`src/hw/rtl/qra_pkg.sv`:
```
// Package for the quaternion rotation accumulator: widths, constants, the
// controller state and command types, and the product index tables.
// Used by qra_ctrl, qra_dp, the top level and the checker.
package qra_pkg;

    localparam int FRAC_BITS   = 14;
    localparam int Q_W         = 16;
    localparam int OUT_W       = 23;
    localparam int N_ENTRIES   = 9;
    localparam int IN_TDATA_W  = 4 * Q_W;
    localparam int OUT_TDATA_W = N_ENTRIES * OUT_W + 8 - ((N_ENTRIES * OUT_W) % 8);
    localparam int MAG_W       = 16;
    localparam int CFG_IDX_W   = 1;
    localparam int MUL_W       = 33;
    localparam int HAM_W       = 34;
    localparam int NMAG_W      = 33;
    localparam int DIV_W       = 49;
    localparam int QUO_W       = 16;
    localparam int E_W         = 18;

    localparam logic [Q_W-1:0] Q_ONE = Q_W'(1 << FRAC_BITS);
    localparam logic [MAG_W-1:0] MAG_RESET = 16'd256;

    localparam logic [CFG_IDX_W-1:0] REG_PREMULTIPLY   = 1'd0;
    localparam logic [CFG_IDX_W-1:0] REG_MAGNIFICATION = 1'd1;

    // Sign of term k of product component i, bit i*4+k set means subtract.
    localparam logic [15:0] HAM_NEG = 16'h428E;

    typedef enum logic [3:0] {
        ST_IDLE,
        ST_HAM,
        ST_NLOAD,
        ST_NORM,
        ST_SQR,
        ST_SQRT,
        ST_DIV_INIT,
        ST_DIV_STEP,
        ST_DIV_END,
        ST_MAT,
        ST_SCALE,
        ST_DONE
    } state_t;

    typedef enum logic [4:0] {
        OP_NONE,
        OP_LOAD,
        OP_HAM_MUL,
        OP_HAM_ACC,
        OP_NLOAD,
        OP_NORM,
        OP_SQ_MUL,
        OP_SQ_ACC,
        OP_SQRT,
        OP_DIV_INIT,
        OP_DIV_STEP,
        OP_DIV_END,
        OP_MAT_MUL,
        OP_MAT_ACC,
        OP_SC_RND,
        OP_SC_MUL,
        OP_SC_SAT,
        OP_OUT
    } op_t;

    typedef struct packed {
        op_t        op;
        logic [4:0] idx;
    } cmd_t;

    typedef struct packed {
        logic zero;
        logic norm_ok;
        logic out_busy;
    } stat_t;

    // Operand pairs of the ten orientation products:
    // ww wx wy wz xx yy zz xy xz yz
    function automatic logic [1:0] mat_a(input logic [3:0] j);
        logic [1:0] r;
        unique case (j)
            4'd0, 4'd1, 4'd2, 4'd3: r = 2'd0;
            4'd4, 4'd7, 4'd8:       r = 2'd1;
            4'd5, 4'd9:             r = 2'd2;
            default:                r = 2'd3;
        endcase
        return r;
    endfunction

    function automatic logic [1:0] mat_b(input logic [3:0] j);
        logic [1:0] r;
        unique case (j)
            4'd0:             r = 2'd0;
            4'd1, 4'd4:       r = 2'd1;
            4'd2, 4'd5, 4'd7: r = 2'd2;
            default:          r = 2'd3;
        endcase
        return r;
    endfunction

endpackage

```
`src/hw/rtl/qra_ctrl.sv`:
```
// Sequencer of the quaternion rotation accumulator: steps the datapath
// through product, normalize, square, root, divide, matrix and scale phases.
// Depends on qra_pkg.
module qra_ctrl (
    input  logic          aclk,
    input  logic          aresetn,
    input  logic          s_tvalid,
    output logic          s_tready,
    input  qra_pkg::stat_t stat,
    output qra_pkg::cmd_t  cmd
);
    import qra_pkg::*;

    state_t     state_reg, state_next;
    logic [4:0] cnt_reg, cnt_next;
    logic [3:0] idx_reg, idx_next;

    always_ff @(posedge aclk) begin
        if (!aresetn) begin
            state_reg <= ST_IDLE;
            cnt_reg   <= '0;
            idx_reg   <= '0;
        end else begin
            state_reg <= state_next;
            cnt_reg   <= cnt_next;
            idx_reg   <= idx_next;
        end
    end

    always_comb begin
        state_next = state_reg;
        cnt_next   = cnt_reg;
        idx_next   = idx_reg;
        unique case (state_reg)
            ST_IDLE: begin
                if (s_tvalid) begin
                    state_next = ST_HAM;
                    cnt_next   = '0;
                end
            end
            ST_HAM: begin
                cnt_next = cnt_reg + 5'd1;
                if (cnt_reg == 5'd31) state_next = ST_NLOAD;
            end
            ST_NLOAD: state_next = ST_NORM;
            ST_NORM: begin
                cnt_next = '0;
                if (stat.zero) state_next = ST_MAT;
                else if (stat.norm_ok) state_next = ST_SQR;
            end
            ST_SQR: begin
                cnt_next = cnt_reg + 5'd1;
                if (cnt_reg == 5'd7) begin
                    state_next = ST_SQRT;
                    cnt_next   = '0;
                end
            end
            ST_SQRT: begin
                cnt_next = cnt_reg + 5'd1;
                if (cnt_reg == 5'd31) begin
                    state_next = ST_DIV_INIT;
                    idx_next   = '0;
                end
            end
            ST_DIV_INIT: begin
                state_next = ST_DIV_STEP;
                cnt_next   = '0;
            end
            ST_DIV_STEP: begin
                cnt_next = cnt_reg + 5'd1;
                if (cnt_reg == 5'd15) state_next = ST_DIV_END;
            end
            ST_DIV_END: begin
                cnt_next = '0;
                if (idx_reg == 4'd3) begin
                    state_next = ST_MAT;
                end else begin
                    idx_next   = idx_reg + 4'd1;
                    state_next = ST_DIV_INIT;
                end
            end
            ST_MAT: begin
                cnt_next = cnt_reg + 5'd1;
                if (cnt_reg == 5'd19) begin
                    state_next = ST_SCALE;
                    cnt_next   = '0;
                    idx_next   = '0;
                end
            end
            ST_SCALE: begin
                if (cnt_reg == 5'd2) begin
                    cnt_next = '0;
                    if (idx_reg == 4'(N_ENTRIES - 1)) state_next = ST_DONE;
                    else idx_next = idx_reg + 4'd1;
                end else begin
                    cnt_next = cnt_reg + 5'd1;
                end
            end
            ST_DONE: begin
                if (!stat.out_busy) state_next = ST_IDLE;
            end
            default: state_next = ST_IDLE;
        endcase
    end

    always_comb begin
        s_tready = 1'b0;
        cmd.op   = OP_NONE;
        cmd.idx  = '0;
        unique case (state_reg)
            ST_IDLE: begin
                s_tready = 1'b1;
                if (s_tvalid) cmd.op = OP_LOAD;
            end
            ST_HAM: begin
                cmd.op  = cnt_reg[0] ? OP_HAM_ACC : OP_HAM_MUL;
                cmd.idx = {1'b0, cnt_reg[4:1]};
            end
            ST_NLOAD: cmd.op = OP_NLOAD;
            ST_NORM:  cmd.op = OP_NORM;
            ST_SQR: begin
                cmd.op  = cnt_reg[0] ? OP_SQ_ACC : OP_SQ_MUL;
                cmd.idx = {3'b0, cnt_reg[2:1]};
            end
            ST_SQRT: begin
                cmd.op  = OP_SQRT;
                cmd.idx = cnt_reg;
            end
            ST_DIV_INIT: begin
                cmd.op  = OP_DIV_INIT;
                cmd.idx = {1'b0, idx_reg};
            end
            ST_DIV_STEP: cmd.op = OP_DIV_STEP;
            ST_DIV_END: begin
                cmd.op  = OP_DIV_END;
                cmd.idx = {1'b0, idx_reg};
            end
            ST_MAT: begin
                cmd.op  = cnt_reg[0] ? OP_MAT_ACC : OP_MAT_MUL;
                cmd.idx = {1'b0, cnt_reg[4:1]};
            end
            ST_SCALE: begin
                cmd.idx = {1'b0, idx_reg};
                unique case (cnt_reg[1:0])
                    2'd0:    cmd.op = OP_SC_RND;
                    2'd1:    cmd.op = OP_SC_MUL;
                    default: cmd.op = OP_SC_SAT;
                endcase
            end
            ST_DONE: begin
                if (!stat.out_busy) cmd.op = OP_OUT;
            end
            default: cmd.op = OP_NONE;
        endcase
    end

endmodule

```
`config.mk`:
```
export PLATFORM = sky130hd
export DESIGN_NAME = qra_ctrl
export DESIGN_NICKNAME = d
export VERILOG_FILES = /design/src/hw/rtl/qra_pkg.sv /design/src/hw/rtl/qra_ctrl.sv
export SDC_FILE = /design/constraint.sdc
export NUM_CORES = 1
export LEC_CHECK = 0
export BUFFER_PORTS_ARGS = -buffer_cell sky130_fd_sc_hd__clkbuf_2
export CORE_MARGIN = 4
export CORE_UTILIZATION = 55
export CTS_BUF_LIST = sky130_fd_sc_hd__clkbuf_4 sky130_fd_sc_hd__clkbuf_8
export DETAILED_ROUTE_END_ITERATION = 6
export GPL_TIMING_DRIVEN = 0
export PLACE_DENSITY_LB_ADDON = 0.15
export SLEW_MARGIN = 20
export SYNTH_ARGS = -nofsm -noshare
export SYNTH_HDL_FRONTEND = slang
export SYNTH_SLANG_ARGS = --single-unit
```
`constraint.sdc`:
```
create_clock -name aclk -period 4.74 [get_ports aclk]
set_clock_uncertainty 0.1 [all_clocks]
set_input_delay 0.237 -clock aclk [delete_from_list [all_inputs] [get_ports aclk]]
set_output_delay 0.237 -clock aclk [all_outputs]
set_load 0.02 [all_outputs]
```
== After elaboration in Yosys (flattened, before gate mapping) ==
Index checks and enable logic that the tools add are counted.
Word-level totals
  word-level logic and storage cells: 80
  bits in registers: 13
Cells by class
  reduce and logical (&&, ||, !) cells: 11
  equal/unequal tests: 31
  add/sub/neg operators: 2
  multiplexer cells: 33
Operator list (count)
  4-bit two-way mux: 17
  5-bit case mux with 12 select lines: 1
  4-bit case mux with 12 select lines: 1
  5-bit case mux with 6 select lines: 1
  5-bit two-way mux: 5
  2-bit inequality test, second input constant: 11
  4-bit equality test, second input constant: 5
  5-bit case mux with 4 select lines: 1
  4-bit by 3-bit equality test with 1-bit output, second input constant: 4
  4-bit case mux with 4 select lines: 1
  4-bit by 2-bit equality test with 1-bit output, second input constant: 3
  5-bit equality test, second input constant: 2
  5-bit case mux with 2 select lines: 1
  10-bit AND reduction: 1
  3-bit OR reduction: 3
  6-bit AND reduction: 1
  6-bit nonzero test: 1
  5-bit by 1-bit adder with 5-bit output, second input constant: 1
  5-bit by 2-bit equality test with 1-bit output, second input constant: 1
  5-bit by 3-bit equality test with 1-bit output, second input constant: 1
  5-bit by 4-bit equality test with 1-bit output, second input constant: 1
  1-bit two-way mux: 5
  4-bit by 1-bit adder with 4-bit output, second input constant: 1
  4-bit by 1-bit equality test with 1-bit output, second input constant: 1
  other kinds (7): 7

== Logic depth before layout (Yosys ltp) ==
  depth in word-level cells: 4
  mapped depth: 8

== Worst setup path before layout ==
OpenSTA, ideal clock, no wires.
  path kind: register -> register
  start: register cnt_reg[0]
  end: register idx_reg[2]
  arrival: 1.762 ns
  library setup time: 0.117 ns
  path slack: 2.761 ns
  period minus slack after synthesis: 1.979 ns
  data required time: 4.523 ns
  stages on the path, launching flop included: 8
  path through: dfxtp_1 inv_1 ha_1 or4b_4 o21bai_2 o211ai_2 o21bai_1 a32o_1
On the way
  cells in the longest elaborated chain, start to end: 3
  elaborated cells on any way between the ends: 7
  those cells by class: 6 x eq/ne; 1 x reduce/logical
RTL lines
  from (decl): line qra_ctrl.sv:15  | logic [4:0] cnt_reg, cnt_next;
  from (signal assigned): line qra_ctrl.sv:25  | cnt_reg <= cnt_next;
  5-bit by 2-bit equality test with 1-bit output, or another cell as far along: line qra_ctrl.sv:91  | if (cnt_reg == 5'd2) begin
  2-bit inequality test (no line)
  6-bit AND reduction (no line) (*)
  to (signal assigned): line qra_ctrl.sv:26  | idx_reg <= idx_next;
  to (decl): line qra_ctrl.sv:16  | logic [3:0] idx_reg, idx_next;
Mark *: on every way between the ends. The rest lies on a longest branch, timed or not.
A chain may end at the register's enable or synchronous reset.

==> results.toml <==
[clock_network]
cts_sinks = 13
cts_tree = "built"
insertion_delay_ns = 0.28
cts-resized-gates = 0
clk_path_buf_depth = 2
cts-buffers-inserted = 3
cts-htree-levels = 1
postCtsSetupBuffers = 0
ctsRootBufferMaster = "sky130_fd_sc_hd__clkbuf_4"
ctsHoldBuffers = 0
clk_pin_slew_ns = 0.08

[sta]
final.setup.tns_ns = 0
finalHoldViolCount = 0
timing.fmax_mhz = 374
rsz0062_at_grt = "false"
final-max-slew-violation-count = 0
timing.slew.headroom = 0.657
setup_violations = 0
final_min_period_over_clock_period = 0.564
worst-slew-pin-transition_ns = 0.514
post_layout_minimum_cycle_time_ns = 2.67

[status]
run_status = "finished clean"

[worst_setup_path]
r2r_cells = 7
crit_path_end_kind = "output port"
timing.rr.end = "state_reg[2]"
timing.critical_path.depth = 7
timing.critical_path.from_type = "register"
cp_peak_stage_delay_ns = 0.41
worstPathRequired_ns = 4.40
worstPathBufferInverterCount = 4
worst-endpoint-arrival_ns = 2.33
worst_path_dominant_cell_family = "buffers and inverters"
slowest_stage_cell_cp = "sky130_fd_sc_hd__clkbuf_1"
critical_path.reg2reg.startpoint = "cnt_reg[0]"
critPathMaxFanout = 10
r2r_setup_slack_ns = 2.46
timing.setup.critical_path_class = "reg2out"
critPathMostFrequentCell = "sky130_fd_sc_hd__clkbuf_1"
timing.critical_path.cells = "clkbuf_1, clkbuf_1, clkbuf_1, o21ai_0, a21oi_1, o21ai_0, clkbuf_2"

[hold_path]
hp-class = "in2reg"
timing.hold.worst_path_depth = 3
hold_path_startpoint = "aresetn"
hold_path_end = "state_reg[3]"

[logic_synthesis]
synth-xor-area-share = 0.00618
post_synth_instance_area_um2 = 1420
post_synth_main_area_contributors = "sky130_fd_sc_hd__dfxtp_1 (18%), sky130_fd_sc_hd__nand2_1 (7.4%), sky130_fd_sc_hd__ha_1 (7.1%), sky130_fd_sc_hd__nor2_1 (5.3%), sky130_fd_sc_hd__o21ai_0 (4.2%)"
synth-async-reset-ratio = 0
synth_compound_area_frac = 0.323
synth_simple_gate_area_share = 0.311
main_combinational_cell_family_by_area_after_synthesis = "compound AO/OA/AOI/OAI gates"
ys_dominant_reg_cell = "sky130_fd_sc_hd__dfxtp_1"
synthDominantAreaCellType = "sky130_fd_sc_hd__dfxtp_1"
synthDominantCellAreaShare = 0.184
synth-edff-count = 0
yosys_warnings = 0
post_synth.cell_area_avg_um2 = 7.20
adder_cell_area_share_of_the_yosys_netlist = 0.0706
seq_area_frac_synth = 0.184
yosys-mux-area-fraction = 0.0212
yosys.cell_types.count = 54
syn_inst = 197
count_of_state_elements_after_synthesis = 13
syn_nets = 211

[pwr]
powerDensity_nw_per_um2 = 487
combPwrFrac = 0.706
sw_frac_of_total = 0.535
p_seq_frac = 0.193
power.static_leakage_nw = 0.658
internal_power_uw = 355
power_switching_uw = 408
irDropWorstVdd_mv = 0.382
share_clk_of_total_power = 0.101

[route]
drt-initial-drc-count = 91
detail-route-antenna-nets = 0
routed_wirelength_um = 4110
first_pass_iters = 4
detail_route.wl_per_cell_um = 16.7
viasPerCell = 6.23
detail_route.drc_violations = 0
detailroute.via_count = 1539

[die]
floorplan.die.height_um = 58.8
floorplan.initialDensity = 0.572
core.rowCount = 18
die_w_um = 58.8
dieArea_um2 = 3450
core_area_um2 = 2480
num_ports = 17

[place]
numPlacedInstances = 243
gp_congestion = 0.946
dp_hpwl_um = 3130
place.port_buffers = 16

[grt]
vias_in_the_first_global_route = 1452
global_route.overflow_total = 0
grt_first_pass_wirelength_um = 6720
largest_net_degree_at_the_start_of_global_routing = 11
gr-usage-all-layers = 0.254
antenna_found_initial = 0

[finish]
largest_reg_flops = 5
num-nets-final = 232
num_antenna_cells = 0
proportion_of_layout_cells_with_a_drive_suffix_above_1 = 0.161
layout_common_cells = "sky130_fd_sc_hd__nand2_1 (28), sky130_fd_sc_hd__nor2_1 (20), sky130_fd_sc_hd__clkbuf_2 (16)"
syn_to_final_growth_pct = 10.4
fillCellCount = 246
finalNonFillerCells = 247
layout.cells.most_common = "sky130_fd_sc_hd__nand2_1"

[run]
max-cap-violations = 0
-- cell usage after synthesis (all sizes together) (2+ instances only) --
library cell  count
nand2            28
nor2             20
dfxtp            13
inv              13
o21ai            12
a21oi            10
clkbuf            8
ha                8
a22oi             6
buf               6
nand3             5
a32oi             4
nand2b            4
o211ai            4
a21o              3
a31oi             3
and3              3
mux2i             3
nor2b             3
o22ai             3
a2bb2oi           2
a311oi            2
a32o              2
and3b             2
and4bb            2
nor3              2
nor3b             2
nor4b             2
o21bai            2
o31ai             2
or3b              2
or4b              2
-- through the flow --
stage | total power [mW] | hold slack, ns | setup slack (ns) | util | cell area (um2)
5_1_grt | 0.825 | 0.195 | 1.86 | 0.632 | 1570
3_3_place_gp | 0.665 | 0.400 | 2.47 | 0.620 | 1540
4_1_cts | 0.755 | 0.182 | 2.11 | 0.632 | 1570
3_5_place_dp | 0.676 | 0.428 | 2.43 | 0.620 | 1540
2_1_floorplan | 0.539 | 0.288 | 2.76 | - | 1420
6_report | 0.763 | 0.195 | 2.07 | 0.632 | 1570
-- worst max-delay path by stage --
| stage | from | to | slack, ns |
|---|---|---|---|
| after CTS | state_reg[3] | cmd[7] | 2.11 |
| after global placement | state_reg[3] | cmd[7] | 2.47 |
| final | state_reg[3] | cmd[7] | 2.07 |
| after detailed placement | state_reg[3] | cmd[7] | 2.43 |
| after floorplan | cnt_reg[0] | idx_reg[2] | 2.76 |
| after global routing | state_reg[3] | cmd[7] | 1.86 |
-- kinds of logic after synthesis --
family / after synthesis
fa+ha+maj: 8
xor+xnor: 1
flops: 13
simple gates: 83
compound gates: 62
mux: 3
buf+inv: 27
-- worst reg2reg max path, delay by kind of cell, from the launching register on --
kind	cells	cell delay, ns
buf+inv	1	0.14
compound gates	4	0.85
fa+ha+maj	1	0.16
simple gates	1	0.51
flops	1	0.41
-- routing by layer --
| layer | GRT usage | up-vias | wire [um] |
|---|---|---|---|
| li1 | - | 761 | - |
| met1 | 0.336 | 711 | 1870 |
| met2 | 0.418 | 59 | 1870 |
| met5 | 0 | - | 0 |
| met3 | 0.0504 | 8 | 302 |
| met4 | 0.0712 | 0 | 64 |
-- power groups by stage --
| stage | sequential [mW] | combinational (mW) | clock (mW) |
|---|---|---|---|
| detailed placement | 0.149 | 0.527 | 0 |
| finish | 0.147 | 0.539 | 0.0768 |
| global placement | 0.148 | 0.518 | 0 |
| CTS | 0.147 | 0.530 | 0.0782 |
| global route | 0.150 | 0.590 | 0.0848 |
| floorplan | 0.142 | 0.397 | 0 |
-- area by class of cell --
cell class	count	area [um2]	area share
Buffer	14	71.3	0.0456
Clock buffer	4	30.0	0.0192
Inverter	13	48.8	0.0312
Multi-Input combinational cell	157	1040	0.663
Sequential cell	13	260	0.166
Tap cell	30	37.5	0.0240
Timing Repair Buffer	16	80.1	0.0512
Note: power is estimated with default switching activity, not from simulation.
